### config.mk
export PLATFORM = sky130hd
export DESIGN_NAME = http2_data_frame_extractor_unit
export DESIGN_NICKNAME = d
export VERILOG_FILES = /design/src/hdl/h2dfx_pkg.sv /design/src/hdl/h2dfx_front.sv /design/src/hdl/h2dfx_queue.sv /design/src/hdl/h2dfx_back.sv /design/src/hdl/http2_data_frame_extractor_unit.sv
export VERILOG_INCLUDE_DIRS = /design/src /design/src/hdl
export SDC_FILE = /design/constraint.sdc
export NUM_CORES = 1
export LEC_CHECK = 0
export ABC_AREA = 1
export BUFFER_PORTS_ARGS = -buffer_cell sky130_fd_sc_hd__buf_2
export CORE_UTILIZATION = 30
export CTS_CLUSTER_DIAMETER = 150
export DETAILED_ROUTE_END_ITERATION = 7
export GPL_ROUTABILITY_DRIVEN = 0
export GPL_TIMING_DRIVEN = 0
export PLACE_DENSITY = 0.48
export REMOVE_ABC_BUFFERS = 1
export SYNTH_ARGS = -nofsm -noshare
export SYNTH_HDL_FRONTEND = slang
export SYNTH_SLANG_ARGS = --single-unit
export TNS_END_PERCENT = 100
### constraint.sdc
create_clock -name clk -period 11.4 [get_ports clk]
set_input_delay 0.57 -clock clk [delete_from_list [all_inputs] [get_ports clk]]
set_output_delay 0.57 -clock clk [all_outputs]
set_load 0.005 [all_outputs]
### src/hdl/http2_data_frame_extractor_unit_defines.svh
// Assertion macros for the HTTP/2 DATA frame extractor.
// Included by the top level; no other dependencies.
`ifndef HTTP2_DATA_FRAME_EXTRACTOR_UNIT_DEFINES_SVH
`define HTTP2_DATA_FRAME_EXTRACTOR_UNIT_DEFINES_SVH

`ifndef SYNTH
// same-cycle implication
`define H2DFX_ASSERT_IMP(name, clk_s, rst_s, ante, cons) \
  name: assert property (@(posedge clk_s) disable iff (rst_s) (ante) |-> (cons)) \
    else $error("h2dfx assertion failed");
// next-cycle implication
`define H2DFX_ASSERT_NXT(name, clk_s, rst_s, ante, cons) \
  name: assert property (@(posedge clk_s) disable iff (rst_s) (ante) |=> (cons)) \
    else $error("h2dfx assertion failed");
`else
`define H2DFX_ASSERT_IMP(name, clk_s, rst_s, ante, cons)
`define H2DFX_ASSERT_NXT(name, clk_s, rst_s, ante, cons)
`endif

`endif

### src/hdl/h2dfx_pkg.sv
// Shared types, constants and functions of the HTTP/2 DATA frame extractor.
// No dependencies.
`timescale 1ns / 1ps

package h2dfx_pkg;

  localparam int PREFACE_BYTES   = 24;
  localparam int HEADER_LEN      = 9;
  localparam int QUEUE_DEPTH_DEF = 4;

  localparam logic [23:0] MAX_OUT_RESET = 24'd16384;

  // a partial preface replayed as a frame header: "PRI" is the length, ' ' the type
  localparam logic [23:0] PRI_SIZE_B1  = 24'h000050;
  localparam logic [23:0] PRI_SIZE_B2  = 24'h005052;
  localparam logic [23:0] PRI_SIZE_B3  = 24'h505249;
  localparam logic [7:0]  PREFACE_TYPE = 8'h20;
  localparam logic [7:0]  TYPE_DATA    = 8'h00;

  typedef struct packed {
    logic        has_payload;
    logic [7:0]  payload_byte;
    logic        has_final;
    logic        success;
    logic [23:0] length;
  } q_entry_t;

  typedef struct packed {
    logic in_preface;
  } fe_status_t;

  typedef struct packed {
    logic        skip;
    logic [3:0]  hdr_cnt;
    logic [23:0] frm_size;
    logic [7:0]  frame_type;
    logic [23:0] remaining;
  } replay_t;

  function automatic logic [7:0] preface_byte(input logic [4:0] idx);
    logic [7:0] b;
    case (idx)
      5'd0:    b = 8'h50;
      5'd1:    b = 8'h52;
      5'd2:    b = 8'h49;
      5'd3:    b = 8'h20;
      5'd4:    b = 8'h2A;
      5'd5:    b = 8'h20;
      5'd6:    b = 8'h48;
      5'd7:    b = 8'h54;
      5'd8:    b = 8'h54;
      5'd9:    b = 8'h50;
      5'd10:   b = 8'h2F;
      5'd11:   b = 8'h32;
      5'd12:   b = 8'h2E;
      5'd13:   b = 8'h30;
      5'd14:   b = 8'h0D;
      5'd15:   b = 8'h0A;
      5'd16:   b = 8'h0D;
      5'd17:   b = 8'h0A;
      5'd18:   b = 8'h53;
      5'd19:   b = 8'h4D;
      5'd20:   b = 8'h0D;
      5'd21:   b = 8'h0A;
      5'd22:   b = 8'h0D;
      5'd23:   b = 8'h0A;
      default: b = 8'h00;
    endcase
    return b;
  endfunction

  // Parser state after feeding the first k preface bytes as frame bytes.
  // From 9 bytes on, a non-DATA header is complete and the rest is skipped.
  function automatic replay_t replay_state(input logic [4:0] k);
    replay_t r;
    r = '0;
    if (k >= 5'(HEADER_LEN)) begin
      r.skip       = 1'b1;
      r.frame_type = PREFACE_TYPE;
      r.remaining  = PRI_SIZE_B3 - 24'(k - 5'(HEADER_LEN));
    end else begin
      r.hdr_cnt = k[3:0];
      case (k)
        5'd0:    r.frm_size = '0;
        5'd1:    r.frm_size = PRI_SIZE_B1;
        5'd2:    r.frm_size = PRI_SIZE_B2;
        default: r.frm_size = PRI_SIZE_B3;
      endcase
      r.frame_type = (k >= 5'd4) ? PREFACE_TYPE : TYPE_DATA;
    end
    return r;
  endfunction

endpackage

### src/hdl/h2dfx_front.sv
// Front end: preface match, frame header parse, classification of each byte.
// Depends on h2dfx_pkg.
`timescale 1ns / 1ps

module h2dfx_front
  import h2dfx_pkg::*;
(
  input  logic        clk,
  input  logic        rst,
  input  logic [7:0]  data_byte,
  input  logic        last_byte,
  input  logic        push,
  input  logic        q_full,
  input  logic        cfg_valid,
  output logic        cfg_ready,
  input  logic [23:0] cfg_data,
  output logic        wr_en,
  output q_entry_t    wr_data,
  output fe_status_t  status
);

  typedef enum logic [2:0] {
    PH_PREFACE,
    PH_HEADER,
    PH_SKIP,
    PH_PAYLOAD,
    PH_DONE,
    PH_FAIL
  } phase_t;

  phase_t      phase, phase_next, eff_phase;
  logic [4:0]  pm, pm_next;
  logic [3:0]  hdr_cnt, hdr_next, eff_hdr;
  logic [23:0] frm_size, len_next, eff_len;
  logic [7:0]  frame_type, type_next, eff_type;
  logic [23:0] remaining, rem_next, eff_rem;
  logic [23:0] data_size, data_size_next;
  logic [23:0] max_output_bytes;

  replay_t rp;
  logic    fire, in_pre, match, run_frame, has_payload, ok;

  assign fire      = push && !q_full;
  assign cfg_ready = 1'b1;
  assign in_pre    = (phase == PH_PREFACE);
  assign match     = (data_byte == preface_byte(pm));
  assign run_frame = !in_pre || !match;
  assign rp        = replay_state(pm);

  always_comb begin
    // state seen by the byte: current, or the replayed partial preface on a mismatch
    eff_phase = phase;
    eff_hdr   = hdr_cnt;
    eff_len   = frm_size;
    eff_type  = frame_type;
    eff_rem   = remaining;
    if (in_pre && !match) begin
      eff_phase = rp.skip ? PH_SKIP : PH_HEADER;
      eff_hdr   = rp.hdr_cnt;
      eff_len   = rp.frm_size;
      eff_type  = rp.frame_type;
      eff_rem   = rp.skip ? rp.remaining : remaining;
    end

    phase_next     = eff_phase;
    pm_next        = pm;
    hdr_next       = eff_hdr;
    len_next       = eff_len;
    type_next      = eff_type;
    rem_next       = eff_rem;
    data_size_next = data_size;
    has_payload    = 1'b0;

    if (in_pre) begin
      if (match) begin
        if (pm == 5'(PREFACE_BYTES - 1)) begin
          phase_next = PH_HEADER;
          hdr_next   = '0;
          len_next   = '0;
          pm_next    = '0;
        end else begin
          pm_next = pm + 5'd1;
        end
      end else begin
        pm_next = '0;
      end
    end

    if (run_frame) begin
      case (eff_phase)
        PH_HEADER: begin
          if (eff_hdr < 4'd3) begin
            len_next = {eff_len[15:0], data_byte};
          end else if (eff_hdr == 4'd3) begin
            type_next = data_byte;
          end
          if (eff_hdr >= 4'(HEADER_LEN - 1)) begin
            hdr_next = '0;
            len_next = '0;
            if (eff_type == TYPE_DATA) begin
              if (eff_len > max_output_bytes) begin
                phase_next = PH_FAIL;
              end else begin
                data_size_next = eff_len;
                rem_next       = eff_len;
                phase_next     = (eff_len == '0) ? PH_DONE : PH_PAYLOAD;
              end
            end else if (eff_len != '0) begin
              rem_next   = eff_len;
              phase_next = PH_SKIP;
            end
          end else begin
            hdr_next = eff_hdr + 4'd1;
          end
        end
        PH_SKIP: begin
          rem_next = eff_rem - 24'd1;
          if (eff_rem == 24'd1) begin
            phase_next = PH_HEADER;
          end
        end
        PH_PAYLOAD: begin
          has_payload = 1'b1;
          rem_next    = eff_rem - 24'd1;
          if (eff_rem == 24'd1) begin
            phase_next = PH_DONE;
          end
        end
        default: begin
        end
      endcase
    end

    ok = (phase_next == PH_DONE);
  end

  assign wr_en                = fire && (has_payload || last_byte);
  assign wr_data.has_payload  = has_payload;
  assign wr_data.payload_byte = has_payload ? data_byte : 8'h00;
  assign wr_data.has_final    = last_byte;
  assign wr_data.success      = ok;
  assign wr_data.length       = ok ? data_size_next : 24'd0;
  assign status.in_preface    = in_pre;

  always_ff @(posedge clk) begin
    if (rst) begin
      phase            <= PH_PREFACE;
      pm               <= '0;
      hdr_cnt          <= '0;
      frm_size         <= '0;
      frame_type       <= '0;
      remaining        <= '0;
      data_size        <= '0;
      max_output_bytes <= MAX_OUT_RESET;
    end else begin
      if (cfg_valid) begin
        max_output_bytes <= cfg_data;
      end
      if (fire) begin
        if (last_byte) begin
          // end of buffer: back to the start of a new run
          phase      <= PH_PREFACE;
          pm         <= '0;
          hdr_cnt    <= '0;
          frm_size   <= '0;
          frame_type <= '0;
          remaining  <= '0;
          data_size  <= '0;
        end else begin
          phase      <= phase_next;
          pm         <= pm_next;
          hdr_cnt    <= hdr_next;
          frm_size   <= len_next;
          frame_type <= type_next;
          remaining  <= rem_next;
          data_size  <= data_size_next;
        end
      end
    end
  end

endmodule

### src/hdl/h2dfx_queue.sv
// Small register FIFO between the front end and the result sequencer.
// Depends on h2dfx_pkg.
`timescale 1ns / 1ps

module h2dfx_queue
  import h2dfx_pkg::*;
#(
  parameter int DEPTH = QUEUE_DEPTH_DEF
) (
  input  logic     clk,
  input  logic     rst,
  input  logic     wr_en,
  input  q_entry_t wr_data,
  output logic     full,
  input  logic     rd_en,
  output q_entry_t rd_data,
  output logic     empty
);

  localparam int PTR_W = $clog2(DEPTH);
  localparam int CNT_W = $clog2(DEPTH + 1);

  q_entry_t           mem [DEPTH];
  logic [PTR_W-1:0]   wr_ptr, rd_ptr;
  logic [CNT_W-1:0]   count;
  logic               do_wr, do_rd;

  assign full    = (count == CNT_W'(DEPTH));
  assign empty   = (count == '0);
  assign do_wr   = wr_en && !full;
  assign do_rd   = rd_en && !empty;
  assign rd_data = mem[rd_ptr];

  always_ff @(posedge clk) begin
    if (do_wr) begin
      mem[wr_ptr] <= wr_data;
    end
  end

  always_ff @(posedge clk) begin
    if (rst) begin
      wr_ptr <= '0;
      rd_ptr <= '0;
      count  <= '0;
    end else begin
      if (do_wr) begin
        wr_ptr <= (wr_ptr == PTR_W'(DEPTH - 1)) ? '0 : wr_ptr + PTR_W'(1);
      end
      if (do_rd) begin
        rd_ptr <= (rd_ptr == PTR_W'(DEPTH - 1)) ? '0 : rd_ptr + PTR_W'(1);
      end
      if (do_wr && !do_rd) begin
        count <= count + CNT_W'(1);
      end else if (do_rd && !do_wr) begin
        count <= count - CNT_W'(1);
      end
    end
  end

endmodule

### src/hdl/h2dfx_back.sv
// Result sequencer: expands a queue entry into a payload result and/or a final result.
// Depends on h2dfx_pkg.
`timescale 1ns / 1ps

module h2dfx_back
  import h2dfx_pkg::*;
(
  input  logic        clk,
  input  logic        rst,
  input  q_entry_t    head,
  input  logic        q_empty,
  output logic        q_rd,
  input  logic        pop,
  output logic        empty,
  output logic [7:0]  payload_byte,
  output logic        is_final,
  output logic        success,
  output logic [23:0] payload_length
);

  logic payload_done;
  logic show_payload, take;

  assign empty        = q_empty;
  assign take         = pop && !q_empty;
  assign show_payload = head.has_payload && !payload_done;

  // an entry holding both results stays at the head until the final one is taken
  assign q_rd = take && !(show_payload && head.has_final);

  assign payload_byte   = show_payload ? head.payload_byte : 8'h00;
  assign is_final       = !show_payload;
  assign success        = !show_payload && head.success;
  assign payload_length = show_payload ? 24'd0 : head.length;

  always_ff @(posedge clk) begin
    if (rst) begin
      payload_done <= 1'b0;
    end else if (take) begin
      payload_done <= show_payload && head.has_final;
    end
  end

endmodule

### src/hdl/http2_data_frame_extractor_unit.sv
// Top level of the HTTP/2 DATA frame extractor: front end, queue, result sequencer.
// Depends on h2dfx_pkg, h2dfx_front, h2dfx_queue, h2dfx_back and the defines header.
//
//   channel   | handshake              | payload
//   ----------+------------------------+------------------------------------------------
//   input     | push / full            | data_byte, last_byte
//   result    | pop / empty            | payload_byte, is_final, success, payload_length
//   config    | cfg_valid / cfg_ready  | cfg_data (max_output_bytes)
//
// One byte is taken per cycle while full is low; it is classified in the cycle it is accepted.
// A DATA payload byte gives one result, the marked last byte a final result;
// a last byte that is also payload gives two, delivered on consecutive pops.
// Results wait in a QUEUE_DEPTH entry queue; full rises only when it is full.
// Synchronous reset; cfg_ready is always high.
`timescale 1ns / 1ps
`include "http2_data_frame_extractor_unit_defines.svh"

module http2_data_frame_extractor_unit
  import h2dfx_pkg::*;
#(
  parameter int QUEUE_DEPTH = QUEUE_DEPTH_DEF
) (
  input  logic        clk,
  input  logic        rst,
  input  logic [7:0]  data_byte,
  input  logic        last_byte,
  input  logic        push,
  output logic        full,
  output logic [7:0]  payload_byte,
  output logic        is_final,
  output logic        success,
  output logic [23:0] payload_length,
  output logic        empty,
  input  logic        pop,
  input  logic        cfg_valid,
  output logic        cfg_ready,
  input  logic [23:0] cfg_data
);

  q_entry_t   q_wr_data, q_head;
  logic       q_wr_en, q_full, q_rd, q_empty;
  fe_status_t status;

  assign full = q_full;

  h2dfx_front u_front (
    .clk       (clk),
    .rst       (rst),
    .data_byte (data_byte),
    .last_byte (last_byte),
    .push      (push),
    .q_full    (q_full),
    .cfg_valid (cfg_valid),
    .cfg_ready (cfg_ready),
    .cfg_data  (cfg_data),
    .wr_en     (q_wr_en),
    .wr_data   (q_wr_data),
    .status    (status)
  );

  h2dfx_queue #(
    .DEPTH (QUEUE_DEPTH)
  ) u_queue (
    .clk     (clk),
    .rst     (rst),
    .wr_en   (q_wr_en),
    .wr_data (q_wr_data),
    .full    (q_full),
    .rd_en   (q_rd),
    .rd_data (q_head),
    .empty   (q_empty)
  );

  h2dfx_back u_back (
    .clk            (clk),
    .rst            (rst),
    .head           (q_head),
    .q_empty        (q_empty),
    .q_rd           (q_rd),
    .pop            (pop),
    .empty          (empty),
    .payload_byte   (payload_byte),
    .is_final       (is_final),
    .success        (success),
    .payload_length (payload_length)
  );

  `H2DFX_ASSERT_IMP(a_no_write_when_full, clk, rst, q_wr_en, !q_full)
  `H2DFX_ASSERT_NXT(a_last_restarts_run, clk, rst, push && !full && last_byte, status.in_preface)
  `H2DFX_ASSERT_IMP(a_success_only_final, clk, rst, !empty && success, is_final)

endmodule
Word level (Yosys, flattened, before mapping)
Memories as Yosys holds them, arrays and structs flattened. A register that Yosys moved wholly into a read port is not among the register bits.
Cells that the tools add are included.
{"block": "classes", "addsub": 9, "magnitude_cmp": 5, "eq_ne": 13, "n_mux": 79, "reduce_logical": 33}
{"operator": "$mux 24", "n": 26}
{"operator": "$mux 8", "n": 9}
{"operator": "$pmux 23 s3", "n": 1}
{"operator": "$pmux 24 s2", "n": 1}
{"operator": "$mux 3", "n": 15}
{"operator": "$mux 4", "n": 8}
{"operator": "$mux 5", "n": 6}
{"operator": "$mux 28", "n": 1}
{"operator": "$eq 24x1->1 const B", "n": 1}
{"operator": "$gt 24x24->1", "n": 1}
{"operator": "$logic_not 24->1", "n": 1}
{"operator": "$reduce_bool 24->1", "n": 1}
{"operator": "$sub 23x24->24 const A", "n": 1}
{"operator": "$sub 24x1->24 const B", "n": 1}
{"operator": "$logic_and 1x1->1", "n": 12}
{"operator": "$mux 2", "n": 5}
{"operator": "$logic_not 1->1", "n": 9}
{"operator": "$pmux 3 s3", "n": 1}
{"operator": "$eq 8x8->1", "n": 1}
{"operator": "$logic_not 8->1", "n": 1}
{"operator": "$eq 3x2->1 const B", "n": 2}
{"operator": "$eq 3x3->1 const B", "n": 2}
{"operator": "$logic_not 3->1", "n": 2}
{"operator": "$mux 6", "n": 1}
{"operator": "22 further kinds", "n": 30}
{"block": "totals", "ff_bits": 124, "mem_bits_rw": 140, "mem_bits_ro": 224, "input_bits": 38, "output_inout_bits": 37, "wordCells": 153, "memories": 2}
{"memory": "(name not given)", "words": 32, "word_bits": 7, "rd": 1, "rd_ports_with_merged_regs": 1, "wr": 0, "line": "h2dfx_pkg.sv:42", "rtl": "case (idx)"}
{"memory": "u_queue.mem", "words": 4, "word_bits": 35, "rd": 1, "rd_ports_with_merged_regs": 1, "wr": 1, "line": "h2dfx_queue.sv:23", "rtl": "q_entry_t mem [DEPTH];"}

Logic depth before layout (Yosys ltp)
Gate-level depths: netlist (run 1).
{"block": "logic_depth", "ltp_word": 14, "mapped_depth": 30, "ltp_nobuf": 28}

Modules after synthesis
From an unflattened synthesis (run 1), not the netlist that was laid out.
{"block": "unflattened", "hier_cells": 1952, "area_unflattened_um2": 15102.0}
{"mod": "h2dfx_front", "n_inst": 1, "cells_per_inst": 1459, "area_per_inst_um2": 9024.9, "seq_area_each_um2": 2462.4}
{"mod": "h2dfx_queue", "n_inst": 1, "cells_per_inst": 409, "area_per_inst_um2": 5679.2, "seq_area_each_um2": 4384.2}
{"mod": "h2dfx_back", "n_inst": 1, "cells_per_inst": 84, "area_per_inst_um2": 397.9, "seq_area_each_um2": 20.0}

Worst setup path after synthesis (run 1)
Ideal clock, no wire load.
{"block": "synth_timing", "kind": "reg2reg", "start": "register u_front.pm[0]", "end": "memory u_queue.mem[0][0] (netlist name) (enable)", "setup_ns": 0.427, "arrival_time_ns": 3.746, "required_ns": 10.973, "slack_ns": 7.226, "path_stages_with_launch": 15, "path_buffers": 1, "period_less_slack_ns": 4.174, "cell_sequence": "dfxtp_1 inv_1 ha_1 nand2_1 nand2_1 nand3_2 nand3_4 buf_4 nand2_1 nand2_2 nor2_1 clkinv_1 a21oi_1 inv_1 nor2_1"}
{"item": "start: declaration", "line": "h2dfx_front.sv:32", "rtl": "logic [4:0] pm, pm_next;"}
{"item": "start signal: assignment", "line": "h2dfx_front.sv:171", "rtl": "pm <= pm_next;"}
{"item": "end: declaration", "line": "h2dfx_queue.sv:23"}

==> metrics, run 1 <==
Yosys warning total 0; f_max 182 MHz; dpl hpwl 29800 um; worst skew pair latency 600 ps; share of cells above drive strength 1 11.0%; placed insts 2558; vias per inst 4.80; Port Buffers 73; CTS Sinks 273; post-synthesis cell count 1900; Main synth FF type edfxtp_1; max-cap violations 0; cts bufs inserted 31; switching share of power 34.0%; RSZ-0062 raised after global routing false; Final Net Count 2014; Die Width 224 um; Worst setup EP type flop; Comb power frac 28.2%; area leader, netlist edfxtp_1; Routed WL per cell 16.5 um; CP max FO 26; DRC 0; Layout Cells excl Fill 2615; Yosys reg bits 273; die height 224 um; final-report hold violation count 0; first-pass GRT wire length 68200 um; 1st-iter DRT viols 878; clk_skew 23.3 ps; Mapped Area 0.0148 mm^2; overall power 3.04 mW; Syn Area/Cell 7.78 um^2; cell-internal power 2.01 mW; Lkg Pwr 7.18 nW; largest net degree at the start of global routing 75; Cell variety after synth 57; Layout fillers 5122; CORE AREA 0.0487 mm^2; # H-tree levels 1; Area after DPL 0.0159 mm^2; Worst path most repeated cell nand2_1; CP startpoint kind flop; vias in the first global route 12100; Clock Path Buffers 3; Finish-stage setup viols 0; fin crit share 48.2%; Clock power frac 34.5%; actual slew at the worst max-slew pin 1250 ps; CTS Hold Buffers Added 0; Switch Pwr 1.04 mW; Initial Util 30.3%; vias 12600; Initial DRT Pass Iterations 6; Antenna diodes 0; die area 0.0502 mm^2; Slowest cell on crit path nor2_2; grt ovf 0; Final Cell Area 0.0170 mm^2; Synth top area share 28.4%; Hold WS 192 ps; Setup CP Type flop to flop; EDFF count, synth 140; WP data arrival 5800 ps; Routed Antenna Nets 0; critical path required time 11700 ps; Sequential Power Share 37.3%; critical path's largest stage delay 770 ps; Post-synth ARST share 0%; total area of sequential cells 0.00687 mm^2; PD cells 180 mW/mm^2; CP Cell Sequence inv_1, ha_1, nand2_1, nand2_1, nand3_2, inv_2, nand3_1, nand3_1, nand2_1, inv_1, ha_1, a21oi_1, o21a_1, o21bai_1, nand3_1, nand3_1, nand2_1, nand2_1, nor2_2, inv_2, a21oi_1, nor2_2; post-CTS resize count 0; worst vdd ir 0.116 mV; final WL 43300 um; outcome completed; sequential-to-total area share from yosys stat 46.4%; setup bufs post-CTS 0; area taken by multi-input logic gates 0.00671 mm^2; Tightest Hold Check Type input pin to flop; CTS tree built; Final Critical Period 5500 ps; CTS root buffer clkbuf_16; Area contributors post-synth edfxtp_1, dfxtp_1, nand2_1; Slew headroom 16.5%; Max Slew Vio Count 0; I/O pin total 75; initial antenna violation count 0; Total GRT Usage 17.2%; Area Growth Syn to Fin 14.6%; Site Rows 81; Clock transition at path regs 60 ps
## cell usage after synthesis (14+ instances only)
| cell type | instances |
|---|---|
| nor2_1 | 197 |
| inv_1 | 206 |
| o21ai_1 | 21 |
| nand2_1 | 415 |
| nand4_1 | 18 |
| clkbuf_1 | 67 |
| dfxtp_1 | 133 |
| o211ai_1 | 28 |
| a21oi_1 | 168 |
| nand3_1 | 108 |
| inv_2 | 15 |
| ha_1 | 48 |
| o22ai_1 | 32 |
| o21ai_0 | 163 |
| edfxtp_1 | 140 |
| nor2_4 | 14 |
## state kept, by name (all words and copies together), names as in the netlist, named ones only
register                  flops
u_queue.wr_ptr                2
u_queue.rd_ptr                2
u_front.hdr_cnt               4
u_front.data_size            24
u_front.max_output_bytes     24
u_back.payload_done           1
u_queue.count                 3
u_front.frm_size             24
u_front.pm                    5
u_front.remaining            24
u_front.frame_type            8
u_queue.mem                 140
u_front.phase                 3
## per-layer routing
| metal | track usage [%] | share of wire (%) |
|---|---|---|
| met5 | 0 | 0 |
| met4 | 4.99 | 2.5 |
| met3 | 2.66 | 5.2 |
| met2 | 28.4 | 46 |
| met1 | 23.1 | 47 |
## layout by cell type (no fill, tap or decap), drive strengths merged, types with 32 or more instances in the layout
| master | Yosys | final |
|---|---|---|
| edfxtp | 140 | 140 |
| nor2 | 224 | 224 |
| nand2 | 426 | 426 |
| o22ai | 32 | 32 |
| ha | 48 | 48 |
| buf | 23 | 84 |
| inv | 222 | 223 |
| dfxtp | 133 | 133 |
| nand3 | 110 | 110 |
| a21oi | 168 | 168 |
| o21ai | 187 | 187 |
| clkbuf | 67 | 48 |
## critical path: cells and delay by family, from the launching register on
| kind | cells | cell delay [ps] |
|---|---|---|
| AND/OR/NAND/NOR | 12 | 2370 |
| buffers and inverters | 4 | 890 |
| AO/OA/AOI/OAI | 4 | 870 |
| adder cells (fa/ha/maj) | 2 | 600 |
| flip-flops | 1 | 450 |
## layout make-up
type                            count  share of cell area [%]
Tap cell                          664                    4.90
Multi-Input combinational cell   1310                    39.6
Timing Repair Buffer               84                    3.62
Clock inverter                      9                   0.974
Clock buffer                       48                    5.37
Inverter                          227                    5.04
Sequential cell                   273                    40.5
## logic make-up after synthesis
logic type	count (synthesis)	share of synthesized area, %
and+or+nand+nor	805	23.6
xor gates and xnor gates	4	0.237
other	1	0.0254
DFF	273	46.4
AOI/OAI and AO/OA	450	16.9
adders and majority gates	49	4.20
muxes	1	0.0677
buffers and inverters	317	8.53
## worst paths after layout
check	startpoint	endpoint	slack (ps)	cells past startpoint
setup / recovery	u_front.pm[0]	u_queue.mem[3][4]	5900	22
hold / removal	cfg_data[14]	u_front.max_output_bytes[14]	190	3
setup reg to reg	u_front.pm[0]	u_queue.mem[3][4]	5900	22
hold reg to reg	u_front.max_output_bytes[5]	u_front.max_output_bytes[5]	460	2
## power by group through the flow
| stage | sequential (mW) | combinational [mW] | clock [mW] |
|---|---|---|---|
| after floorplan | 1.14 | 0.523 | 0 |
| after global routing | 1.14 | 0.982 | 1.11 |
| final | 1.13 | 0.859 | 1.05 |
| after global placement | 1.17 | 0.824 | 0 |
| after detailed placement | 1.16 | 0.872 | 0 |
| after CTS | 1.14 | 0.875 | 1.07 |
## stage by stage
stage | setup WS (ps) | setup TNS [ps] | utilization, %
floorplan | 4950 | 0 | -
global placement | -1190 | -25040 | 32.0
detailed placement | 5600 | 0 | 32.6
CTS | 5880 | 0 | 34.8
global route | 5390 | 0 | 34.8
finish | 5900 | 0 | 34.8
Note: power is estimated with default switching activity, not from simulation.
==> run 2: changes to the inputs <==
Settings changed: ABC_AREA 1 to 0.
Clock period 11.4 ns to 5.5 ns, I/O delays scaled along.
==> run 2 against run 1 <==
Against the previous run: clock skew increased by 8.2 ps; clock power increased by 90%; setup slack got worse by 5600 ps; routed wire length decreased by 1.8%; sequential power increased by 110%; critical endpoint is now u_front.remaining[13]; largest cell class is now multi-input gates; largest power group unchanged; highest routed layer is now met5.
==> metrics, run 2 <==
outcome completed; grt ovf 0; Port Buffers 73; terminus of the critical flop-to-flop path u_front.remaining[13]; max-cap violations 0; FF-to-FF setup slack 260 ps; Initial Util 30.3%; Sequential Power Share 43.5%; Hold WS 37.1 ps; setup TNS 0 ps; Worst R2R Start u_front.pm[0]; Final Critical Period 5240 ps; CORE AREA 0.0476 mm^2; CTS tree built; Switch Pwr 1.49 mW; Area Growth Syn to Fin 16.6%; Syn Area/Cell 10.6 um^2; die height 222 um; f_max 191 MHz; worst vdd ir 0.229 mV; commonest cells after routing, fill and taps aside edfxtp_1, dfxtp_1, nor2_1; Comb power frac 19.0%; Post-synth ARST share 0%; actual slew at the worst max-slew pin 1400 ps; Final Net Count 1518; critical path required time 5970 ps; cts bufs inserted 30; post-synthesis cell count 1368; vias per inst 5.33; Clock power frac 37.5%; RSZ-0062 raised after global routing false; Antenna diodes 0; CP startpoint kind flop; CP max FO 16; Site Rows 80; GR peak layer met2; Finish-stage setup viols 0; Max Slew Vio Count 0; Worst setup EP type flop; max reg flops 140; WP data arrival 5720 ps; Cell variety after synth 99; initial antenna violation count 1; Routed Antenna Nets 0; share of cells above drive strength 1 17.7%; # H-tree levels 1; hold path cells 3; Mapped Area 0.0145 mm^2; top-count cell post-synth edfxtp_1; Total GRT Usage 16.9%; vias 11000; die area 0.0491 mm^2; DRC 0; vias in the first global route 10800; Synth top cells by count edfxtp_1, dfxtp_1, nor2_1; switching share of power 27.8%; Clock Path Buffers 3; Main synth FF type edfxtp_1; cell-internal power 3.86 mW; first-pass GRT wire length 65100 um; Setup CP Type flop to flop; Synth top area share 29.1%; Biggest register u_queue.mem; final-report hold violation count 0; clk_skew 31.4 ps; reg2reg path depth 16; Area contributors post-synth edfxtp_1, dfxtp_1, mux4_2; area leader, netlist edfxtp_1; CTS Sinks 273; Yosys reg bits 273; I/O pin total 75; met2 Use GR 28.5%; PD cells 317 mW/mm^2; Slew headroom 5.67%; largest net degree at the start of global routing 71; most common cell after layout, fill and taps aside edfxtp_1; worst skew pair latency 580 ps; Routed WL per cell 20.5 um; fin crit share 95.3%; sequential-to-total area share from yosys stat 47.5%; dpl hpwl 27300 um; Tightest Hold Check Type input pin to flop; 1st-iter DRT viols 890; Initial DRT Pass Iterations 5; Yosys warning total 0; Die Width 222 um; Clock transition at path regs 60 ps; met3 usage 2.69%; Lkg Pwr 6.39 nW; CTS root buffer clkbuf_16; EDFF count, synth 140; Worst Min Path Start pop; final WL 42500 um; met1 usage 22.1%; worst hold endpoint u_back.payload_done
## run 2: cell count changes after synthesis, sizes merged, moves of 36 or more
cell,before,now
nand2,426,84
inv,222,65
nor2,224,115
o21ai,187,79
a21oi,168,74
nand3,110,21
mux2i,1,64
nor3,9,65
and2,0,36
## run 2: power by group through the flow
stage / registers [mW] / clock network, mW / logic (mW)
after detailed placement: 2.38 / 0 / 1.00
after CTS: 2.33 / 2.05 / 1.03
final: 2.33 / 2.00 / 1.01
after global placement: 2.39 / 0 / 0.969
after floorplan: 2.35 / 0 / 0.631
after global routing: 2.35 / 2.14 / 1.12
## run 2: kinds of logic after synthesis
group	synth area share, %
mux	10.0
xor+xnor	1.27
simple gates	17.3
buf+inv	4.52
compound gates	15.1
fa+ha+maj	4.29
other cells	0.0259
flops	47.5
## run 2: repair_timing
item,in CTS,in global routing
setup buffers,6,2
pin swaps,4,1
resized for setup,19,4
hold buffers,24,0
endpoints found under the setup margin,142,140
cloned,4,1
hold endpoints to repair,24,0
## run 2: worst max-delay path by stage
| stage | from | endpoint | slack (ps) |
|---|---|---|---|
| CTS | u_front.pm[0] | u_queue.mem[0][9] | 30 |
| detailed placement | u_front.pm[0] | u_front.data_size[1] | -1430 |
| finish | u_front.pm[0] | u_front.remaining[13] | 260 |
| global route | u_front.pm[0] | u_queue.mem[1][2] | 40 |
| floorplan | u_front.pm[0] | u_front.data_size[0] | 400 |
| global placement | u_front.pm[0] | u_front.data_size[0] | -1340 |
## run 2: per-stage QoR
| stage | utilization, % | worst slack, ps | area (um^2) | power [mW] | instances |
|---|---|---|---|---|---|
| final | 35.4 | 258 | 16900 | 5.35 | 2070 |
| after global routing | 35.4 | 39.1 | 16900 | 5.60 | 2070 |
| after CTS | 35.3 | 29.7 | 16800 | 5.41 | 2067 |
| after floorplan | - | 396 | 14100 | 2.98 | 1281 |
| after global placement | 31.9 | -1340 | 15200 | 3.36 | 1969 |
| after detailed placement | 32.3 | -1430 | 15400 | 3.38 | 1977 |
## run 2: area by class of cell
type / instances / area [um^2]
Timing Repair Buffer: 113 / 876
Inverter: 66 / 248
Tap cell: 615 / 769
Clock buffer: 42 / 816
Fill cell: 4755 / 30800
Clock inverter: 14 / 154
Multi-Input combinational cell: 947 / 7120
Sequential cell: 273 / 6870
## run 2: routing by layer
metal | routed length (um) | up-vias
met5 | 13 | -
met4 | 1250 | 2
met3 | 2340 | 73
met2 | 20300 | 296
met1 | 18600 | 5421
li1 | - | 5237
## run 2: worst max-delay path: stages, from the launching register on
cell      delay [ps]
dfxtp_2          510
inv_1            140
ha_2             280
nor4b_1          180
nand2b_2         350
and3_2           340
a21oi_1          300
inv_2            180
ha_1             320
a21o_1           160
a221o_1          330
a221oi_1         300
o211ai_1         310
o211ai_4         490
a31oi_4          340
a21o_1           310
a211o_1          290
==> run 3: changes to the inputs <==
Settings changed: SYNTH_HIERARCHICAL set to 1.
==> run 3 against run 2 <==
Against the previous run: routed wire length fell by 4.6%; largest cell class is now sequential cells; synthesized cell count is 0.15% lower; critical path type unchanged; flip-flop and latch count stayed put; via count down 0.57%; highest routed layer is now met4; global-route usage fell by 0.38 points; clock power is essentially flat; non-clock buffer count increased by 15; critical path depth up 4.
==> metrics, run 3 <==
CTS root buffer clkbuf_16; Mapped Area 0.0141 mm^2; CTS tree built; dpl hpwl 26400 um; max-cap violations 0; vias in the first global route 10500; PnR worst setup slack 147 ps; vias 11000; initial antenna violation count 0; I/O pin total 75; critical path required time 5880 ps; Hold WS 26.3 ps; Area Growth Syn to Fin 18.0%; CP startpoint kind flop; WP data arrival 5730 ps; CP max FO 19; final WL 40500 um; share of cells above drive strength 1 19.3%; Max Slew Vio Count 0; fin crit share 97.3%; grt ovf 0; overall power 5.04 mW; vias per inst 5.28; Antenna diodes 0; post-synthesis cell count 1366; Syn Area/Cell 10.3 um^2; max reg flops 140; f_max 187 MHz; die area 0.0480 mm^2; Synth top area share 29.7%; Clock transition at path regs 60 ps; Final Cell Area 0.0167 mm^2; Finish-stage setup viols 0; Clock Path Buffers 3; PD cells 302 mW/mm^2; Crit path max-delay family compound AO/OA/AOI/OAI gates; CTS Sinks 273; 1st-iter DRT viols 816; Routed WL per cell 19.5 um; area leader, netlist edfxtp_1; Biggest register u_queue/mem; Initial Util 30.4%; Site Rows 79; Area contributors post-synth edfxtp_1, dfxtp_1, mux4_2; actual slew at the worst max-slew pin 1100 ps; sequential-to-total area share from yosys stat 48.6%; Final Critical Period 5350 ps; worst vdd ir 0.213 mV; Cell variety after synth 99; cts bufs inserted 30; most common cell after layout, fill and taps aside edfxtp_1; outcome completed; Setup CP Type flop to flop; CORE AREA 0.0466 mm^2; Main synth FF type edfxtp_1; setup TNS 0 ps; CP Cell Sequence inv_1, ha_2, or3b_1, a21o_1, nor3_4, a21oi_4, inv_1, ha_1, a21oi_1, nor2_1, o311ai_0, o211ai_1, buf_4, buf_4, a21boi_4, a221o_1, o2111ai_2, nand3b_4, buf_12, nor2_1; DRC 0; Die Width 219 um; Total GRT Usage 16.5%; Area after DPL 0.0150 mm^2; Slowest cell on crit path or3b_1; die height 219 um; critical path's largest stage delay 440 ps; commonest cells after routing, fill and taps aside edfxtp_1, dfxtp_1, nand2_1; Initial DRT Pass Iterations 5; largest net degree at the start of global routing 59; final-report hold violation count 0; Final Net Count 1531; Lkg Pwr 6.18 nW; first-pass GRT wire length 62000 um; FF-to-FF setup slack 150 ps; Yosys reg bits 273; EDFF count, synth 140; Post-synth ARST share 0%; Tightest Hold Check Type input pin to flop; pre-CTS setup slack -1310 ps; Yosys warning total 6; # H-tree levels 1; Port Buffers 73; Synth top cells by count edfxtp_1, dfxtp_1, nand2_1; Routed Antenna Nets 0; worst skew pair latency 580 ps; Worst setup EP type flop; Slew headroom 26.4%; crit path buf inv count 5; top-count cell post-synth edfxtp_1; clk_skew 27.9 ps
## run 3: cell types whose count changed after synthesis, sizes merged, moves of 12 or more
cell / previous run / this run
a22o: 25 / 11
nor3: 65 / 46
nor2b: 30 / 5
a22oi: 17 / 5
a21oi: 74 / 99
nand2: 84 / 128
nor2: 115 / 128
mux2i: 64 / 39
o2bb2ai: 2 / 25
## run 3: final timing paths
check	from	endpoint	depth (start not counted)
worst max-delay path	u_front/pm[0]	u_queue/mem[1][16]	20
worst min-delay path	data_byte[3]	u_front/frame_type[3]	2
worst max register to register	u_front/pm[0]	u_queue/mem[1][16]	20
worst min register to register	u_front/remaining[4]	u_front/remaining[4]	2
## run 3: power by group
group	switching (mW)	total [mW]	internal (mW)	leakage, nW
sequential	0.0657	2.28	2.22	2.37
combinational	0.409	0.753	0.344	3.34
clock	0.866	2.01	1.14	0.472
total	1.34	5.04	3.70	6.18
## run 3: cell type report
cell class                      count  area [um^2]
Fill cell                        4682        29900
Sequential cell                   273         6870
Multi-Input combinational cell    936         6830
Timing Repair Buffer              128          943
Tap cell                          607          759
Clock buffer                       31          754
Inverter                           75          292
Clock inverter                     25          228
## run 3: per-layer routing
metal,vias to the layer above,part of all wire (%),track usage (%)
li1,5179,-,-
met5,-,0,0
met3,62,5.3,2.25
met2,339,47,27.7
met1,5386,45,22.0
met4,0,2.6,5.23
## run 3: metrics by stage
stage	cells	util [%]
floorplan	1280	-
global placement	1960	31.8
detailed placement	1971	32.2
CTS	2060	35.2
global route	2075	35.8
finish	2075	35.8
## run 3: logic make-up after synthesis
| kind of cell | synth area share, % |
|---|---|
| compound gates | 16.0 |
| fa+ha+maj | 4.39 |
| other cells | 0.0265 |
| flops | 48.6 |
| simple gates | 16.1 |
| mux | 8.58 |
| buf+inv | 5.14 |
| xor+xnor | 1.12 |
## run 3: what timing repair did
action / in CTS / in global routing
hold endpoints to repair: 24 / 0
endpoints found under the setup margin: 150 / 126
gates resized for setup: 23 / 24
gates cloned: 2 / 2
buffers inserted: 7 / 12
hold buffers: 24 / 0
pin swaps: 3 / 5
